**config.mk**
```make
export PLATFORM = sky130hd
export DESIGN_NAME = sm3_hash_top_flat
export DESIGN_NICKNAME = d
export VERILOG_FILES = /design/src/rtl/core/sm3_pkg.sv /design/src/rtl/core/sm3_if.sv /design/src/rtl/core/sm3_ram.sv /design/src/rtl/core/sm3_compress.sv /design/src/rtl/core/sm3_hash_top.sv /design/src/flat_wrapper.sv
export SDC_FILE = /design/constraint.sdc
export NUM_CORES = 2
export LEC_CHECK = 0
export BUFFER_PORTS_ARGS = -buffer_cell sky130_fd_sc_hd__buf_2
export CAP_MARGIN = 20
export CORE_AREA = 10 10 387 389
export CTS_BUF_LIST = sky130_fd_sc_hd__clkbuf_8
export DETAILED_ROUTE_END_ITERATION = 8
export DIE_AREA = 0 0 397 399
export PLACE_DENSITY = 0.73
export SLEW_MARGIN = 20
export SYNTH_ARGS = -nofsm -noshare
export SYNTH_HDL_FRONTEND = slang
export SYNTH_SLANG_ARGS = --single-unit
```
**constraint.sdc**
```tcl
create_clock -name clk_i -period 10.8 [get_ports clk_i]
set_input_delay 0.54 -clock clk_i [delete_from_list [all_inputs] [get_ports clk_i]]
set_output_delay 0.54 -clock clk_i [all_outputs]
set_load 0.02 [all_outputs]
```
**src/rtl/core/sm3_pkg.sv**
```systemverilog
// sm3_pkg: shared types, constants and round functions of the sm3 hash core
// used by sm3_compress and sm3_hash_top; no dependencies
package sm3_pkg;

  localparam int unsigned BlkWords = 16;
  localparam int unsigned BlkAw    = 4;
  localparam int unsigned CvWords  = 8;
  localparam int unsigned CvAw     = 3;
  localparam int unsigned RndW     = 6;
  localparam int unsigned MsgCntW  = 61;
  localparam int unsigned FillW    = 6;

  localparam logic [7:0]  PadByte  = 8'h80;
  localparam logic [31:0] TjLow    = 32'h79CC4519;
  localparam logic [31:0] TjHigh   = 32'h7A879D8A;

  // word slots of the final block
  localparam logic [BlkAw-1:0] LenHiIdx = BlkAw'(14);
  localparam logic [BlkAw-1:0] LenLoIdx = BlkAw'(15);
  localparam logic [BlkAw:0]   ZeroEndOne = (BlkAw + 1)'(14);
  localparam logic [BlkAw:0]   ZeroEndTwo = (BlkAw + 1)'(16);

  typedef logic [31:0] word_t;

  // memory requests and completion from the compression unit
  typedef struct packed {
    logic [BlkAw-1:0] blk_raddr;
    logic [CvAw-1:0]  cv_raddr;
    logic             cv_we;
    logic [CvAw-1:0]  cv_waddr;
    word_t            cv_wdata;
    logic             done;
  } cf_port_t;

  function automatic word_t rotl(word_t x, logic [4:0] n);
    logic [63:0] dbl;
    dbl = {x, x} << n;
    return dbl[63:32];
  endfunction

  function automatic word_t p0(word_t x);
    return x ^ rotl(x, 5'd9) ^ rotl(x, 5'd17);
  endfunction

  function automatic word_t p1(word_t x);
    return x ^ rotl(x, 5'd15) ^ rotl(x, 5'd23);
  endfunction

  // round constant rotated by the round number
  function automatic word_t tj_rot(logic [RndW-1:0] rnd);
    word_t t;
    t = (rnd[5:4] == 2'b00) ? TjLow : TjHigh;
    return rotl(t, rnd[4:0]);
  endfunction

  // standard initial value
  function automatic word_t cv_iv(logic [CvAw-1:0] idx);
    word_t r;
    unique case (idx)
      3'd0: r = 32'h7380166F;
      3'd1: r = 32'h4914B2B9;
      3'd2: r = 32'h172442D7;
      3'd3: r = 32'hDA8A0600;
      3'd4: r = 32'hA96F30BC;
      3'd5: r = 32'h163138AA;
      3'd6: r = 32'hE38DEE4D;
      3'd7: r = 32'hB0FB0E4E;
    endcase
    return r;
  endfunction

endpackage

```
**src/rtl/core/sm3_if.sv**
```systemverilog
// sm3_if: valid/ready channel interfaces of the sm3 hash core
// message byte channel and digest word channel; no dependencies
interface sm3_msg_if;
  logic       valid;
  logic       ready;
  logic [7:0] data_byte;
  logic       has_byte;
  logic       end_of_message;

  modport source (output valid, data_byte, has_byte, end_of_message, input ready);
  modport sink (input valid, data_byte, has_byte, end_of_message, output ready);
endinterface

interface sm3_dig_if;
  logic        valid;
  logic        ready;
  logic [31:0] digest_word;
  logic [2:0]  word_index;
  logic        last_word;

  modport source (output valid, digest_word, word_index, last_word, input ready);
  modport sink (input valid, digest_word, word_index, last_word, output ready);
endinterface

```
**src/rtl/core/sm3_ram.sv**
```systemverilog
// sm3_ram: generic simple dual-port ram, one write and one registered read port
// no dependencies
module sm3_ram #(
  parameter int unsigned Width = 32,
  parameter int unsigned Depth = 16,
  localparam int unsigned Aw = $clog2(Depth)
) (
  input  logic             clk_i,
  input  logic             we_i,
  input  logic [Aw-1:0]    waddr_i,
  input  logic [Width-1:0] wdata_i,
  input  logic [Aw-1:0]    raddr_i,
  output logic [Width-1:0] rdata_o
);

  logic [Width-1:0] mem_q [Depth];
  logic [Width-1:0] rdata_q;

  // write port and registered read
  always_ff @(posedge clk_i) begin
    if (we_i) begin
      mem_q[waddr_i] <= wdata_i;
    end
    rdata_q <= mem_q[raddr_i];
  end

  assign rdata_o = rdata_q;

endmodule

```
**src/rtl/core/sm3_compress.sv**
```systemverilog
// sm3_compress: sm3 compression unit, one round per cycle with a 16-word
// expansion window; reads block and chaining memories, writes back the fold
// depends on sm3_pkg
module sm3_compress import sm3_pkg::*; (
  input  logic     clk_i,
  input  logic     rst_ni,
  input  logic     start_i,
  input  word_t    blk_rdata_i,
  input  word_t    cv_rdata_i,
  output cf_port_t cf_o
);

  typedef enum logic [1:0] {P_IDLE, P_LOAD, P_ROUND, P_FOLD} phase_e;

  phase_e          phase_q;
  logic [RndW-1:0] cnt_q;
  word_t           w_q [BlkWords];
  word_t           v_q [CvWords];

  word_t a12, ss1, ss2, ff, gg, tt1, tt2, w_new;

  // round datapath
  always_comb begin
    a12 = rotl(v_q[0], 5'd12);
    ss1 = rotl(a12 + v_q[4] + tj_rot(cnt_q), 5'd7);
    ss2 = ss1 ^ a12;
    if (cnt_q[5:4] == 2'b00) begin
      ff = v_q[0] ^ v_q[1] ^ v_q[2];
      gg = v_q[4] ^ v_q[5] ^ v_q[6];
    end else begin
      ff = (v_q[0] & v_q[1]) | (v_q[0] & v_q[2]) | (v_q[1] & v_q[2]);
      gg = (v_q[4] & v_q[5]) | (~v_q[4] & v_q[6]);
    end
    tt1   = ff + v_q[3] + ss2 + (w_q[0] ^ w_q[4]);
    tt2   = gg + v_q[7] + ss1 + w_q[0];
    w_new = p1(w_q[0] ^ w_q[7] ^ rotl(w_q[13], 5'd15)) ^ rotl(w_q[3], 5'd7) ^ w_q[10];
  end

  // memory requests: load reads both stores, fold reads and writes chaining
  always_comb begin
    cf_o           = '0;
    cf_o.blk_raddr = cnt_q[BlkAw-1:0];
    cf_o.cv_raddr  = cnt_q[CvAw-1:0];
    cf_o.cv_waddr  = CvAw'(cnt_q - RndW'(1));
    cf_o.cv_wdata  = cv_rdata_i ^ v_q[0];
    cf_o.cv_we     = (phase_q == P_FOLD) && (cnt_q != '0);
    cf_o.done      = (phase_q == P_FOLD) && (cnt_q == RndW'(CvWords));
  end

  // sequencer
  always_ff @(posedge clk_i or negedge rst_ni) begin
    if (!rst_ni) begin
      phase_q <= P_IDLE;
      cnt_q   <= '0;
    end else begin
      unique case (phase_q)
        P_IDLE: begin
          if (start_i) begin
            phase_q <= P_LOAD;
            cnt_q   <= '0;
          end
        end
        P_LOAD: begin
          if (cnt_q == RndW'(BlkWords)) begin
            phase_q <= P_ROUND;
            cnt_q   <= '0;
          end else begin
            cnt_q <= cnt_q + RndW'(1);
          end
        end
        P_ROUND: begin
          if (cnt_q == '1) begin
            phase_q <= P_FOLD;
          end
          cnt_q <= cnt_q + RndW'(1);
        end
        P_FOLD: begin
          if (cnt_q == RndW'(CvWords)) begin
            phase_q <= P_IDLE;
            cnt_q   <= '0;
          end else begin
            cnt_q <= cnt_q + RndW'(1);
          end
        end
        default: phase_q <= P_IDLE;
      endcase
    end
  end

  // working registers and expansion window
  always_ff @(posedge clk_i) begin
    unique case (phase_q)
      P_LOAD: begin
        if (cnt_q != '0) begin
          for (int j = 0; j < BlkWords - 1; j++) begin
            w_q[j] <= w_q[j+1];
          end
          w_q[BlkWords-1] <= blk_rdata_i;
          if (cnt_q <= RndW'(CvWords)) begin
            for (int j = 0; j < CvWords - 1; j++) begin
              v_q[j] <= v_q[j+1];
            end
            v_q[CvWords-1] <= cv_rdata_i;
          end
        end
      end
      P_ROUND: begin
        v_q[0] <= tt1;
        v_q[1] <= v_q[0];
        v_q[2] <= rotl(v_q[1], 5'd9);
        v_q[3] <= v_q[2];
        v_q[4] <= p0(tt2);
        v_q[5] <= v_q[4];
        v_q[6] <= rotl(v_q[5], 5'd19);
        v_q[7] <= v_q[6];
        for (int j = 0; j < BlkWords - 1; j++) begin
          w_q[j] <= w_q[j+1];
        end
        w_q[BlkWords-1] <= w_new;
      end
      P_FOLD: begin
        if (cnt_q != '0) begin
          for (int j = 0; j < CvWords - 1; j++) begin
            v_q[j] <= v_q[j+1];
          end
          v_q[CvWords-1] <= v_q[0];
        end
      end
      default: ;
    endcase
  end

  // a new block only starts on an idle unit
  a_start_idle: assert property (@(posedge clk_i) disable iff (!rst_ni)
    start_i |-> phase_q == P_IDLE)
    else $error("compression started while busy");

  // fold never writes the entry it is reading in the same cycle
  a_fold_no_overlap: assert property (@(posedge clk_i) disable iff (!rst_ni)
    cf_o.cv_we |-> cf_o.cv_waddr != cf_o.cv_raddr)
    else $error("fold read and write hit the same entry");

endmodule

```
**src/rtl/core/sm3_hash_top.sv**
```systemverilog
// message: a byte is taken whenever the core is idle; one that fills the block starts
// the shared round unit and holds the channel through load, rounds and fold into chaining memory
// closing: padding and length writes, one or two compressions, then each digest word is
// read, loaded and held until taken; no bytes are taken while a compression runs
// reset: asynchronous, clears counters and chaining valid bits (initial value reads)
// sm3_hash_top: sm3 hash core; depends on sm3_pkg, sm3_if, sm3_ram, sm3_compress
module sm3_hash_top import sm3_pkg::*; (
  input  logic clk_i,
  input  logic rst_ni,
  sm3_msg_if.sink   msg_i,
  sm3_dig_if.source dig_o
);

  typedef enum logic [3:0] {
    S_IDLE, S_COMP, S_PAD, S_ZERO, S_LEN_HI, S_LEN_LO, S_EMIT_RD, S_EMIT_LD, S_EMIT_WAIT
  } state_e;

  state_e               state_q, state_d, after_q, after_d;
  logic [FillW-1:0]     fill_q, fill_d;
  logic [MsgCntW-1:0]   cnt_q, cnt_d;
  logic [BlkAw:0]       widx_q, widx_d;
  logic                 two_q, two_d;
  logic [CvAw-1:0]      eidx_q, eidx_d;
  logic [CvWords-1:0]   cv_vld_q, cv_vld_d;
  logic                 out_vld_q, out_vld_d;
  logic [23:0]          part_q, part_d;
  word_t                out_word_q, out_word_d;

  logic                 blk_we;
  logic [BlkAw-1:0]     blk_waddr;
  word_t                blk_wdata, blk_rdata;
  logic [CvAw-1:0]      cv_raddr, cv_raddr_q;
  logic                 cv_iv_q;
  word_t                cv_ram_rdata, cv_rdata;
  logic                 cf_start;
  cf_port_t             cf;
  word_t                pad_word;
  logic [63:0]          bit_len;

  // block store and chaining value memories
  sm3_ram #(.Width(32), .Depth(BlkWords)) u_blk_ram (
    .clk_i   (clk_i),
    .we_i    (blk_we),
    .waddr_i (blk_waddr),
    .wdata_i (blk_wdata),
    .raddr_i (cf.blk_raddr),
    .rdata_o (blk_rdata)
  );

  sm3_ram #(.Width(32), .Depth(CvWords)) u_cv_ram (
    .clk_i   (clk_i),
    .we_i    (cf.cv_we),
    .waddr_i (cf.cv_waddr),
    .wdata_i (cf.cv_wdata),
    .raddr_i (cv_raddr),
    .rdata_o (cv_ram_rdata)
  );

  sm3_compress u_compress (
    .clk_i       (clk_i),
    .rst_ni      (rst_ni),
    .start_i     (cf_start),
    .blk_rdata_i (blk_rdata),
    .cv_rdata_i  (cv_rdata),
    .cf_o        (cf)
  );

  // chaining entries not written since the last message read as the initial value
  assign cv_raddr = (state_q == S_COMP) ? cf.cv_raddr : eidx_q;
  assign cv_rdata = cv_iv_q ? cv_iv(cv_raddr_q) : cv_ram_rdata;

  always_ff @(posedge clk_i) begin
    cv_raddr_q <= cv_raddr;
    cv_iv_q    <= !cv_vld_q[cv_raddr];
    part_q     <= part_d;
    out_word_q <= out_word_d;
  end

  // word holding the 0x80 marker after the buffered bytes
  always_comb begin
    unique case (fill_q[1:0])
      2'd0: pad_word = {PadByte, 24'h0};
      2'd1: pad_word = {part_q[7:0], PadByte, 16'h0};
      2'd2: pad_word = {part_q[15:0], PadByte, 8'h0};
      2'd3: pad_word = {part_q[23:0], PadByte};
    endcase
  end

  assign bit_len = {cnt_q, 3'b000};

  // control: byte buffering, padding, compression hand-off, digest readout
  always_comb begin
    state_d    = state_q;
    after_d    = after_q;
    fill_d     = fill_q;
    cnt_d      = cnt_q;
    widx_d     = widx_q;
    two_d      = two_q;
    eidx_d     = eidx_q;
    cv_vld_d   = cv_vld_q;
    out_vld_d  = out_vld_q;
    part_d     = part_q;
    out_word_d = out_word_q;
    blk_we     = 1'b0;
    blk_waddr  = fill_q[FillW-1:2];
    blk_wdata  = '0;
    cf_start   = 1'b0;

    if (cf.cv_we) begin
      cv_vld_d[cf.cv_waddr] = 1'b1;
    end

    unique case (state_q)
      S_IDLE: begin
        if (msg_i.valid) begin
          if (msg_i.has_byte) begin
            if (fill_q[1:0] == 2'd3) begin
              blk_we    = 1'b1;
              blk_wdata = {part_q, msg_i.data_byte};
            end
            part_d = {part_q[15:0], msg_i.data_byte};
            fill_d = fill_q + FillW'(1);
            cnt_d  = cnt_q + MsgCntW'(1);
          end
          if (msg_i.has_byte && (fill_q == '1)) begin
            cf_start = 1'b1;
            state_d  = S_COMP;
            after_d  = msg_i.end_of_message ? S_PAD : S_IDLE;
          end else if (msg_i.end_of_message) begin
            state_d = S_PAD;
          end
        end
      end
      S_COMP: begin
        if (cf.done) begin
          state_d = after_q;
        end
      end
      S_PAD: begin
        blk_we    = 1'b1;
        blk_wdata = pad_word;
        widx_d    = {1'b0, fill_q[FillW-1:2]} + (BlkAw + 1)'(1);
        two_d     = (fill_q[FillW-1:3] == '1);
        state_d   = S_ZERO;
      end
      S_ZERO: begin
        if (widx_q < (two_q ? ZeroEndTwo : ZeroEndOne)) begin
          blk_we    = 1'b1;
          blk_waddr = widx_q[BlkAw-1:0];
          widx_d    = widx_q + (BlkAw + 1)'(1);
        end else if (two_q) begin
          cf_start = 1'b1;
          two_d    = 1'b0;
          widx_d   = '0;
          after_d  = S_ZERO;
          state_d  = S_COMP;
        end else begin
          state_d = S_LEN_HI;
        end
      end
      S_LEN_HI: begin
        blk_we    = 1'b1;
        blk_waddr = LenHiIdx;
        blk_wdata = bit_len[63:32];
        state_d   = S_LEN_LO;
      end
      S_LEN_LO: begin
        blk_we    = 1'b1;
        blk_waddr = LenLoIdx;
        blk_wdata = bit_len[31:0];
        cf_start  = 1'b1;
        after_d   = S_EMIT_RD;
        state_d   = S_COMP;
      end
      S_EMIT_RD: begin
        state_d = S_EMIT_LD;
      end
      S_EMIT_LD: begin
        out_word_d = cv_rdata;
        out_vld_d  = 1'b1;
        state_d    = S_EMIT_WAIT;
      end
      S_EMIT_WAIT: begin
        if (dig_o.ready) begin
          out_vld_d = 1'b0;
          if (eidx_q == '1) begin
            eidx_d   = '0;
            fill_d   = '0;
            cnt_d    = '0;
            cv_vld_d = '0;
            state_d  = S_IDLE;
          end else begin
            eidx_d  = eidx_q + CvAw'(1);
            state_d = S_EMIT_RD;
          end
        end
      end
      default: state_d = S_IDLE;
    endcase
  end

  always_ff @(posedge clk_i or negedge rst_ni) begin
    if (!rst_ni) begin
      state_q   <= S_IDLE;
      after_q   <= S_IDLE;
      fill_q    <= '0;
      cnt_q     <= '0;
      widx_q    <= '0;
      two_q     <= 1'b0;
      eidx_q    <= '0;
      cv_vld_q  <= '0;
      out_vld_q <= 1'b0;
    end else begin
      state_q   <= state_d;
      after_q   <= after_d;
      fill_q    <= fill_d;
      cnt_q     <= cnt_d;
      widx_q    <= widx_d;
      two_q     <= two_d;
      eidx_q    <= eidx_d;
      cv_vld_q  <= cv_vld_d;
      out_vld_q <= out_vld_d;
    end
  end

  // ports
  assign msg_i.ready       = (state_q == S_IDLE);
  assign dig_o.valid       = out_vld_q;
  assign dig_o.digest_word = out_word_q;
  assign dig_o.word_index  = eidx_q;
  assign dig_o.last_word   = (eidx_q == '1);

  // chaining memory is only written back while a compression runs
  a_cv_write_in_comp: assert property (@(posedge clk_i) disable iff (!rst_ni)
    cf.cv_we |-> state_q == S_COMP)
    else $error("chaining write outside compression");

  // block store is never written while the compression unit reads it
  a_blk_no_write_in_comp: assert property (@(posedge clk_i) disable iff (!rst_ni)
    blk_we |-> state_q != S_COMP)
    else $error("block store written during compression");

  // the last digest transaction returns the core to a fresh message
  a_fresh_after_digest: assert property (@(posedge clk_i) disable iff (!rst_ni)
    (dig_o.valid && dig_o.ready && dig_o.last_word) |=>
      (fill_q == '0 && cnt_q == '0 && cv_vld_q == '0))
    else $error("context not cleared after digest");

endmodule

```
**src/flat_wrapper.sv**
```systemverilog
// flat-port wrapper written by rule: the top's interface ports become plain ports
module sm3_hash_top_flat import sm3_pkg::*;
  (clk_i, rst_ni, msg_i_valid, msg_i_data_byte, msg_i_has_byte, msg_i_end_of_message, msg_i_ready, dig_o_valid, dig_o_digest_word, dig_o_word_index, dig_o_last_word, dig_o_ready);
  sm3_msg_if msg_i_i ();
  sm3_dig_if dig_o_i ();
  input  logic clk_i;
  input  logic rst_ni;
  input wire logic [$bits(msg_i_i.valid)-1:0] msg_i_valid;
  input wire logic [$bits(msg_i_i.data_byte)-1:0] msg_i_data_byte;
  input wire logic [$bits(msg_i_i.has_byte)-1:0] msg_i_has_byte;
  input wire logic [$bits(msg_i_i.end_of_message)-1:0] msg_i_end_of_message;
  output wire logic [$bits(msg_i_i.ready)-1:0] msg_i_ready;
  output wire logic [$bits(dig_o_i.valid)-1:0] dig_o_valid;
  output wire logic [$bits(dig_o_i.digest_word)-1:0] dig_o_digest_word;
  output wire logic [$bits(dig_o_i.word_index)-1:0] dig_o_word_index;
  output wire logic [$bits(dig_o_i.last_word)-1:0] dig_o_last_word;
  input wire logic [$bits(dig_o_i.ready)-1:0] dig_o_ready;
  assign msg_i_i.valid = msg_i_valid;
  assign msg_i_i.data_byte = msg_i_data_byte;
  assign msg_i_i.has_byte = msg_i_has_byte;
  assign msg_i_i.end_of_message = msg_i_end_of_message;
  assign msg_i_ready = msg_i_i.ready;
  assign dig_o_valid = dig_o_i.valid;
  assign dig_o_digest_word = dig_o_i.digest_word;
  assign dig_o_word_index = dig_o_i.word_index;
  assign dig_o_last_word = dig_o_i.last_word;
  assign dig_o_i.ready = dig_o_ready;
  sm3_hash_top u_core (.clk_i(clk_i), .rst_ni(rst_ni), .msg_i(msg_i_i), .dig_o(dig_o_i));
endmodule
```
==> metrics.yaml <==
p_int_mw: 10.4
first_pass_iters: 7
cp_slowest_cell: "buf_4"
startpoint_type: "register"
ys.flop_type: "edfxtp_1"
globalplace.congestion: 1.05
synthesis.area_sq_um: 81600
grt_pass1_vias: 48000
cp.required_ns: 11.62
p_sw_mw: 2.68
path_clk_slew_ns: 0.06
drt_iter0_markers: 5793
cpMostUsedCell: "fa_1"
fmax_ghz: 0.101
status: "finished clean"
tightest_slew_ns: 1.33
grt_usage: 0.280
period_minus_slack_ns: 9.91
cts_sinks: 1785
cts_made_buffers: 308
die_h_um: 399
grt_first_pass_wirelength_mm: 324
wl_met1_mm: 86.9
finalWirelength_mm: 223
clockPowerShare: 0.434
powerDensity_nw_per_um2: 145
drc: 0
switching_share: 0.204
grt_setup_unrepaired: "no"
grt_overflow: 0
layout_worst_path_cycle_share: 0.917
placed_cells: 7612
synth_nets: 6115
power_frac_comb: 0.001
htreeDepth: 5
multiInputGateArea_sq_um: 27500
rows: 139
fill_cells: 10400
crit_fanout: 54
ios: 52
cp.arrival_ns: 10.73
setup_violations: 0
dieArea_sq_um: 158000
wl_met3_mm: 21.3
dp_hpwl_mm: 152
ant_nets: 0
irDropWorstVdd_uv: 169
routed.top_layer: "met5"
yosys_register_bits: 1785
ys_types: 97
cpPeakStageDelay_ns: 0.63
ys_seq_area_frac: 0.639
via_count: 49300
synth_warnings: 0
totalNegativeSetupSlack_ns: 0
max_cap_violations: 0
path_class: "register to register"
synthCells: 5789
relSlewSlack: 0.104
grt_max_degree: 206
design.core.area_sq_um: 142000
seq_power_share: 0.565
area_growth_syn_to_layout_pct: 10.6
final_layout_size_suffix_gt1_frac: 0.143
avgSynthCellArea_sq_um: 14.1
slew_viol_final: 0
finalNetCount: 6360
leakage_nw: 32.7
dr_wl_met2_mm: 101
synth_edf_count: 1592
ys_async_sr_fraction: 0.0560
die_x_um: 397
via_per_inst: 6.03
clockRootBuffer: "clkbuf_8"
worstSkewPairLatency_ns: 1.02
clockBufferDepth: 4
hold_viol: 0
hp-class: "input port to register"
post_cts_resized: 0
wl_per_cell_um: 27.3
critPathCaptureType: "register"
antenna_found_initial: 15
portBuffers: 51
start_util: 0.573
cts_tree: "built"
seq_area_sq_um: 52200
finalNonFillerCells: 8165
fin_skew_ns: 0.0875
## path summary, 6_finish.rpt
| check | startpoint | cells past startpoint | slack (ns) | to |
|---|---|---|---|---|
| worst max-delay path | u_core.u_compress.cnt_q[4]$_DFFE_PN0P_ | 31 | 0.89 | u_core.u_compress.v_q[1][29]$_DFFE_PP_ |
| worst min-delay path | msg_i_has_byte | 6 | 0.19 | u_core.state_q[0]$_DFFE_PN0P_ |
| worst max register to register | u_core.u_compress.cnt_q[4]$_DFFE_PN0P_ | 31 | 0.89 | u_core.u_compress.v_q[1][29]$_DFFE_PP_ |
| worst min register to register | u_core.u_compress.w_q[1][10]$_DFFE_PP_ | 0 | 0.37 | u_core.u_compress.w_q[0][234]$_DFFE_PP_ |
| max in group asynchronous | rst_ni | 4 | 9.08 | u_core.u_compress.cnt_q[3]$_DFFE_PN0P_ |
| min in group asynchronous | rst_ni | 3 | 0.49 | u_core.cnt_q[2]$_DFFE_PN0P_ |
## kinds of logic (layout without fill, tap and decap cells)
group / Yosys count / count (layout) / synth area share
other cells: 0 / 8 / 0
buf+inv: 578 / 1043 / 0.0266
flops: 1785 / 1785 / 0.639
simple gates: 1411 / 1411 / 0.0757
mux: 389 / 389 / 0.0742
compound gates: 793 / 793 / 0.0608
fa+ha+maj: 312 / 312 / 0.0651
xor+xnor: 521 / 521 / 0.0582
## per-layer routing
layer | vias up | track usage
li1 | 21600 | -
met1 | 24700 | 0.376
met2 | 2404 | 0.423
met3 | 534 | 0.0646
met4 | 4 | 0.156
met5 | - | 0
## critical path, delay by kind of cell (launching register included)
family	cells	cell delay, ns
compound gates	12	3.12
fa+ha+maj	6	2.46
simple gates	7	1.91
xor+xnor	2	0.77
buf+inv	3	0.72
flops	1	0.42
mux	1	0.31
## stage by stage
stage | hold slack, ns | total power, mW | setup WS [ns] | area [sq um] | utilization
after floorplan | 0.244 | 7.56 | 1.48 | 81600 | -
after global placement | 0.400 | 7.57 | 1.30 | 84400 | 0.593
after detailed placement | 0.405 | 7.57 | 1.23 | 84500 | 0.593
after CTS | 0.130 | 13.2 | 1.10 | 90200 | 0.633
after global routing | 0.219 | 13.5 | 0.371 | 90300 | 0.634
final | 0.195 | 13.1 | 0.891 | 90300 | 0.634
## power by group through the flow
| stage | Clock (mW) | Combinational (mW) | Sequential, mW |
|---|---|---|---|
| after CTS | 5.79 | 0.0172 | 7.41 |
| after detailed placement | 0 | 0.0122 | 7.55 |
| after global routing | 6.10 | 0.0185 | 7.41 |
| after global placement | 0 | 0.0120 | 7.55 |
| final | 5.70 | 0.0165 | 7.41 |
| after floorplan | 0 | 0.000372 | 7.55 |
## final cells by class
type / instances / area share
inverter: 346 / 0.0144
antenna: 8 / 0.000222
timing repair buffer: 167 / 0.0137
multi-input combinational: 3426 / 0.305
tap: 1903 / 0.0264
sequential: 1785 / 0.578
clock inverter: 198 / 0.0116
clock buffer: 332 / 0.0506
## timing repair
action | 4_1_cts | 5_1_grt
setup buffers | 0 | 0
hold buffers | 14 | 0
endpoints found under the hold margin | 46 | 0
## sequential cells by signal, summed over array words and instances (netlist names), 8 cells and up, named ones only
register / count
u_core.u_blk_ram.rdata_o: 32
u_core.u_compress.w_q: 512
u_core.u_cv_ram.rdata_o: 32
u_core.u_compress.v_q: 256
u_core.u_blk_ram.mem_q: 512
u_core.cv_vld_q: 8
u_core.dig_o.digest_word: 32
u_core.part_q: 24
u_core.cnt_q: 61
u_core.u_cv_ram.mem_q: 256
## synth_stat cells, types with 125 or more instances
cell type  number  area, sq um
xor2_1        131         1150
nand2_1       734         2760
mux2_2        125         1410
fa_1          188         3760
inv_1         339         1270
a21oi_1       149          746
o21ai_0       308         1540
edfxtp_1     1592        47800
clkbuf_1      186          698
xnor2_1       376         3290
nor2_1        224          841
mux4_2        160         3600
nand3_1       246         1230
## cells in the final DEF, fill, tap and decap left out, drive strengths merged, types with 124 or more instances in the layout
cell | netlist | layout
mux4 | 160 | 160
a21oi | 150 | 150
fa | 188 | 188
xor2 | 131 | 131
nand3 | 246 | 246
inv | 344 | 454
mux2 | 126 | 126
ha | 124 | 124
xnor2 | 377 | 377
buf | 46 | 153
clkbuf | 186 | 333
nor2 | 225 | 225
edfxtp | 1592 | 1592
o21ai | 334 | 334
nand2 | 734 | 734
Note: power is estimated with default switching activity, not from simulation.
